$ cat src/rtl/hrzm_pkg.sv
// ----------------------------------------------------------------------------
// hrzm_pkg
// shared constants, codes and tables of the haversine range and zone monitor
// ----------------------------------------------------------------------------
package hrzm_pkg;

    // cordic depth, capped at the length of the arctangent table
    localparam int CORDIC_STAGES = 24;
    localparam int CORDIC_N      = (CORDIC_STAGES > 32) ? 32 : CORDIC_STAGES;

    // one square-root stage per result bit of a 61-bit radicand
    localparam int ISQRT_STAGES  = 31;

    // cordic datapath width (angles and vectors)
    localparam int CW = 34;

    // pipeline positions: last stage before the output register, and the
    // length of the side-band delay line that runs beside the trig path
    localparam int VLD_LAST = 15 + ISQRT_STAGES + 2 * CORDIC_N;
    localparam int SIDE_LEN = 12 + ISQRT_STAGES + 2 * CORDIC_N;

    // fixed-point constants (radians Q30, degree factor Q36)
    localparam logic signed [CW-1:0] PI_Q30      = 34'sd3373259426;
    localparam logic signed [CW-1:0] TWO_PI_Q30  = 34'sd6746518852;
    localparam logic signed [CW-1:0] HALF_PI_Q30 = 34'sd1686629713;
    localparam logic signed [CW-1:0] INV_GAIN    = 34'sd652032874;
    localparam logic signed [32:0]   DEG_K36     = 33'sd1199381129;

    // earth radius over one nautical mile, Q16
    localparam logic [27:0] RADIUS_Q16 = 28'd225448086;
    localparam logic [21:0] DIST_MAX   = 22'd2766667;

    // feet conversion: milli-feet per metre, and floor(n/1000) by reciprocal
    localparam logic signed [28:0] FT_PER_M_MILLI = 29'sd3281;
    localparam logic [30:0]        RECIP_1000     = 31'd1099511628;
    localparam int                 RECIP_SHIFT    = 40;
    localparam logic signed [29:0] FT_BIAS_MILLI  = 30'sd108000000;
    localparam logic [18:0]        FT_BIAS        = 19'd108000;

    // configuration register indexes
    typedef enum logic [2:0] {
        REG_REF_LAT      = 3'd0,
        REG_REF_LON      = 3'd1,
        REG_OUTER_RADIUS = 3'd2,
        REG_INNER_RADIUS = 3'd3,
        REG_CEILING_FT   = 3'd4,
        REG_FLOOR_FT     = 3'd5
    } cfg_idx_t;

    // zone event codes
    typedef enum logic [1:0] {
        ZONE_NONE  = 2'd0,
        ZONE_RING  = 2'd1,
        ZONE_CLIMB = 2'd2,
        ZONE_LEFT  = 2'd3
    } zone_t;

    // atan(2^-i) in Q30, rounded
    function automatic logic [31:0] atan_q30(input int unsigned i);
        logic [31:0] v;
        case (i)
            0:       v = 32'd843314857;
            1:       v = 32'd497837829;
            2:       v = 32'd263043837;
            3:       v = 32'd133525159;
            4:       v = 32'd67021687;
            5:       v = 32'd33543516;
            6:       v = 32'd16775851;
            7:       v = 32'd8388437;
            8:       v = 32'd4194283;
            9:       v = 32'd2097149;
            default: v = (i <= 30) ? (32'd1 << (30 - i)) : 32'd1;
        endcase
        return v;
    endfunction

endpackage

$ cat src/rtl/hrzm_isqrt.sv
// ----------------------------------------------------------------------------
// hrzm_isqrt
// pipelined floor square root, one result bit per register stage
// ----------------------------------------------------------------------------
module hrzm_isqrt (
    input  logic        clk,
    input  logic        en,
    input  logic [60:0] v_in,
    output logic [30:0] root
);

    localparam int N = hrzm_pkg::ISQRT_STAGES;

    logic [61:0] v_reg [0:N-1];
    logic [61:0] r_reg [0:N-1];

    genvar k;
    for (k = 0; k < N; k++) begin : g_stage
        logic [61:0] vp, rp;
        logic [62:0] t;
        localparam logic [61:0] BIT = 62'd1 << (2 * (N - 1 - k));

        if (k == 0) begin : g_first
            assign vp = 62'(v_in);
            assign rp = '0;
        end
        else begin : g_rest
            assign vp = v_reg[k-1];
            assign rp = r_reg[k-1];
        end

        assign t = 63'(rp) + 63'(BIT);

        always_ff @(posedge clk)
        begin
            if (en)
            begin
                if (63'(vp) >= t)
                begin
                    v_reg[k] <= vp - t[61:0];
                    r_reg[k] <= (rp >> 1) + BIT;
                end
                else
                begin
                    v_reg[k] <= vp;
                    r_reg[k] <= rp >> 1;
                end
            end
        end
    end

    assign root = r_reg[N-1][30:0];

endmodule

$ cat config.mk
export PLATFORM = sky130hd
export DESIGN_NAME = hrzm_isqrt
export DESIGN_NICKNAME = d
export VERILOG_FILES = /design/src/rtl/hrzm_pkg.sv /design/src/rtl/hrzm_isqrt.sv
export SDC_FILE = /design/constraint.sdc
export NUM_CORES = 2
export LEC_CHECK = 0
export BUFFER_PORTS_ARGS = -buffer_cell sky130_fd_sc_hd__buf_2
export CAP_MARGIN = 25
export CORE_UTILIZATION = 45
export DETAILED_ROUTE_END_ITERATION = 6
export GPL_ROUTABILITY_DRIVEN = 1
export MAX_ROUTING_LAYER = met4
export PLACE_DENSITY = 0.65
export SKIP_CTS_REPAIR_TIMING = 1
export SYNTH_ARGS = -nofsm -noshare
export SYNTH_HDL_FRONTEND = slang
export SYNTH_SLANG_ARGS = --single-unit
$ cat constraint.sdc
create_clock -name clk -period 5.6 [get_ports clk]
set_clock_uncertainty 0.1 [all_clocks]
set_input_delay 1.12 -clock clk [delete_from_list [all_inputs] [get_ports clk]]
set_output_delay 1.12 -clock clk [all_outputs]
set_load 0.1 [all_outputs]
### After elaboration in Yosys (flattened, before gate mapping)

Memories as Yosys holds them, arrays and structs flattened.
Cells that the tools add are included.

* logic and storage cells: 434
* bits of input ports: 63
* memories: 2
* bits in writable memories: 3844
* output and inout port bits: 31
* flip-flop bits (word level): 0

* mux-type cells: 248
* add/sub/neg operators: 91
* magnitude comparators: 31
* bitwise logic cells: 62

Memories
* r_reg: depth 31, width 62, rd ports 31, clocked after Yosys merged registers in 0, write ports 31, line hrzm_isqrt.sv:15 `logic [61:0] r_reg [0:N-1];`
* v_reg: depth 31, width 62, rd ports 30, clocked after Yosys merged registers in 0, write ports 31, line hrzm_isqrt.sv:14 `logic [61:0] v_reg [0:N-1];`

Operator list (number)
* 62-bit two-way mux: 62
* 62-bit by 63-bit greater-or-equal comparator with 1-bit output: 30
* 62-bit subtractor: 30
* 1-bit two-way mux: 186
* 62-bit by 1-bit adder with 63-bit output, second input constant: 1
* 62-bit by 11-bit adder with 63-bit output, second input constant: 1
* 62-bit by 13-bit adder with 63-bit output, second input constant: 1
* 62-bit by 15-bit adder with 63-bit output, second input constant: 1
* 62-bit by 17-bit adder with 63-bit output, second input constant: 1
* 62-bit by 19-bit adder with 63-bit output, second input constant: 1
* 62-bit by 21-bit adder with 63-bit output, second input constant: 1
* 62-bit by 23-bit adder with 63-bit output, second input constant: 1
* 62-bit by 25-bit adder with 63-bit output, second input constant: 1
* 62-bit by 27-bit adder with 63-bit output, second input constant: 1
* 62-bit by 29-bit adder with 63-bit output, second input constant: 1
* 62-bit by 3-bit adder with 63-bit output, second input constant: 1
* 62-bit by 31-bit adder with 63-bit output, second input constant: 1
* 62-bit by 33-bit adder with 63-bit output, second input constant: 1
* 62-bit by 35-bit adder with 63-bit output, second input constant: 1
* 62-bit by 37-bit adder with 63-bit output, second input constant: 1
* 62-bit by 39-bit adder with 63-bit output, second input constant: 1
* 62-bit by 41-bit adder with 63-bit output, second input constant: 1
* 62-bit by 43-bit adder with 63-bit output, second input constant: 1
* 62-bit by 45-bit adder with 63-bit output, second input constant: 1
* 43 further kinds: 104

### Depth between registers and ports, before layout

An unclocked memory read counts as a cell.

* word-level depth: 7
* depth in mapped cells: 14
* mapped depth without buffers: 11

### Least setup slack after synthesis

No wires, ideal clock.

* path type: input to register
* from: in en
* to: mem r_reg[29][2], in the netlist r_reg[1][808] (enable)
* buffers on the path: 5
* arrival time: 4.717 ns
* stages: 5
* setup time: 0.483 ns
* slack: 0.300 ns
* data required time: 5.017 ns
* cell sequence: clkbuf_1 > clkbuf_1 > clkbuf_1 > clkbuf_1 > clkbuf_1

RTL lines
* from (decl): line hrzm_isqrt.sv:7 `input logic en,`
* to (decl): line hrzm_isqrt.sv:15

==> results_dict.tcl <==
set metrics [dict create \
    grt_pass1_vias 71610 \
    worstHoldEndpoint "v_reg[0][58]$_DFFE_PP_" \
    yosysSeqAreaShare 0.6160 \
    synth_ff_type "edfxtp_1" \
    die_w_um 507.2 \
    rsz0062_at_grt "no" \
    postRouteAntennaNets 0 \
    finalMaxSlewViolations 0 \
    cts_buffer_depth 4 \
    pwr-share-comb 0.214 \
    critical_path_class "reg -> reg" \
    whs_ns 0.2968 \
    crit_fanout 10 \
    required_ns 6.07 \
    p_sw_mw 16.27 \
    cp.arrival_ns 5.43 \
    worst_pin_slew_ns 1.195 \
    p_per_area_mw_per_mm2 415.3 \
    dr.pass1.iters 6 \
    grt_pass1_wl_um 461400 \
    ys_warn_count 0 \
    grt_use_total 0.2446 \
    avgSynthCellArea_um2 12.36 \
    fmax_ghz 0.2013 \
    holdPathStages 1 \
    vias 75640 \
    intPower_mw 37.04 \
    hold_viol_final 0 \
    setup_viol 0 \
    overflow 0 \
    swShare 0.3052 \
    port_buffers 93 \
    numCtsBuffers 269 \
    syn-num-nets 9875 \
    syn_inst 9289 \
    syn_area_mm2 0.1149 \
    min_from "v_in[58]" \
    clockPowerShare 0.328 \
    die-area_mm2 0.2573 \
    dp_hpwl_um 236200 \
    critPathMaxStageDelay_ns 0.98 \
    final.setup.worst_slack_ns 0.6330 \
    min_period_over_period 0.8870 \
    cts_tree "yes" \
    end_kind "flip-flop" \
    power_leakage_nw 47.70 \
    start_util 0.4523 \
    die_h_um 507.2 \
    vias_per_cell 5.772 \
    syn_to_final_growth_pct 11.75 \
    ir_drop_mv 0.2912 \
    hold_class "in -> reg" \
    first_iter_violations 8097 \
    wirelength_um 310500 \
    place_ws_ns 0.6099 \
    r2r_cells 11 \
    antenna_found_initial 13 \
    core_area_mm2 0.2539 \
    critical_path.startpoint "r_reg[1][590]$_DFFE_PP_" \
    fin_crit_ns 4.967 \
    drc 0 \
    largest_reg_flops 1860 \
    maxSlewHeadroom 0.1963 \
    r2r_slack_ns 0.63 \
    cp-start-kind "flip-flop" \
    clock_sinks 2356 \
    power_mw 53.31 \
    num_io_pins 94 \
    r2r_end "v_reg[1][670]$_DFFE_PP_" \
    std_cell_rows 185 \
    final-instance-count-excl-fill 13100 \
    clkTransAtPathRegs_ns 0.06 \
    run_status "finished, final reports clean" \
    placed_cells 12620 \
    maxCapViolCount 0 \
    clock_latency_ns 0.89 \
    power_frac_seq 0.458 \
    place_congestion 0.9760 \
    synth_cell_types 102 \
    nets 10110 \
    routedWlPerCell_um 23.69 \
    slowest_stage "nor3_1" \
    grt_max_degree 177 \
    finalSetupTns_ns 0 \
    ys_ff_latch 2356 \
    root_buffer "clkbuf_16" \
    drive_gt1_frac 0.07605 \
    crit_chain "inv_1 > ha_1 > and2_1 > nand3_1 > nor3_1 > nand4_1 > o31ai_1 > a2111oi_4 > or4_1 > nor4b_1 > xor2_1" \
    cts-htree-levels 5 \
    reg2reg_from "r_reg[1][590]$_DFFE_PP_" \
    async_flop_share 0 \
    synth_edf_count 2356 \
]
## cells in the final DEF (no fill, tap or decap), types with 43 or more instances in the layout
master / instances
ha_1: 523
mux2_2: 44
or2_2: 55
o21a_1: 85
nor4_1: 353
buf_4: 86
nor3_1: 246
edfxtp_1: 2356
nand3_1: 164
a31oi_1: 43
o21ai_0: 503
or4_1: 87
o21bai_1: 48
or3_1: 92
nand4_1: 175
clkinv_1: 50
a21oi_1: 460
nand2b_1: 101
clkbuf_16: 277
a211oi_1: 49
and3_1: 48
xnor2_1: 408
nor4b_1: 53
buf_2: 94
o31ai_1: 44
clkbuf_1: 46
xor2_1: 424
nor2b_1: 82
inv_1: 643
nor2_1: 512
a21o_1: 263
nand2_1: 712
## critical path, delay by kind of cell, from the launching register on
kind | cells | cell delay (ns)
fa+ha+maj | 1 | 0.36
buf+inv | 1 | 0.06
simple gates | 6 | 3.00
flops | 1 | 0.38
xor+xnor | 1 | 0.14
compound gates | 2 | 0.64
## synthesized netlist by cell type (all sizes together) (82+ instances only)
| cell | number | share of area |
|---|---|---|
| clkbuf | 194 | 0.0064 |
| a21oi | 460 | 0.020 |
| or4 | 91 | 0.0061 |
| o21ai | 534 | 0.023 |
| or3 | 93 | 0.0051 |
| inv | 644 | 0.021 |
| nor2 | 514 | 0.017 |
| ha | 523 | 0.057 |
| nand2 | 712 | 0.023 |
| nand2b | 101 | 0.0055 |
| nor4 | 365 | 0.021 |
| xnor2 | 408 | 0.031 |
| edfxtp | 2356 | 0.62 |
| o21a | 85 | 0.0056 |
| nand3 | 166 | 0.0075 |
| nor3 | 250 | 0.011 |
| a21o | 263 | 0.017 |
| nor2b | 82 | 0.0045 |
| xor2 | 424 | 0.032 |
| nand4 | 175 | 0.0095 |
## logic make-up (layout without fill, tap and decap cells)
family                     Yosys count  count (layout)  synth area share
and+or+nand+nor                   2869            2869            0.1313
xor gates and xnor gates           832             832           0.06344
muxes                               60              60          0.005708
buffers and inverters              875            1316           0.02927
other                                0               7                 0
DFF                               2356            2356            0.6160
AOI/OAI and AO/OA                 1774            1774           0.09733
adders and majority gates          523             523           0.05697
## metal layers
layer | up-vias | global-route usage | routed length, µm
met2 | 2638 | 0.3516 | 133000
met1 | 37180 | 0.3616 | 147500
met3 | 430 | 0.03643 | 22110
li1 | 35380 | - | -
met4 | 0 | 0.06103 | 7838
met5 | - | - | 0
## worst max path at each step
stage,end,depth (start not counted)
global placement,v_reg[1][665]$_DFFE_PP_,10
global route,v_reg[1][665]$_DFFE_PP_,12
finish,v_reg[1][670]$_DFFE_PP_,11
floorplan,r_reg[1][808]$_DFFE_PP_,5
CTS,v_reg[1][665]$_DFFE_PP_,11
detailed placement,v_reg[1][669]$_DFFE_PP_,10
## power groups by stage
stage / sequential, mW / clock (mW) / combinational, mW
after floorplan: 23.7 / 0 / 8.08
after global placement: 24.7 / 0 / 11.1
after detailed placement: 24.7 / 0 / 11.1
after CTS: 24.4 / 17.9 / 11.2
after global routing: 24.6 / 18.4 / 12.5
final: 24.4 / 17.5 / 11.4
## cell type report
type	instances	area [µm²]
antenna	7	17.52
clock buffer	323	7104
timing repair buffer	198	1439
fill	21680	125600
multi-input combinational	6058	40820
tap	3366	4212
sequential	2356	70750
clock inverter	151	1599
inverter	644	2417
## stage by stage
stage / instance area, µm² / utilization
final: 128400 / 0.5055
after floorplan: 114900 / -
after CTS: 128300 / 0.5053
after detailed placement: 119600 / 0.4711
after global placement: 119600 / 0.4710
after global routing: 128400 / 0.5055
No activity file was read; power rests on OpenSTA's default activity.
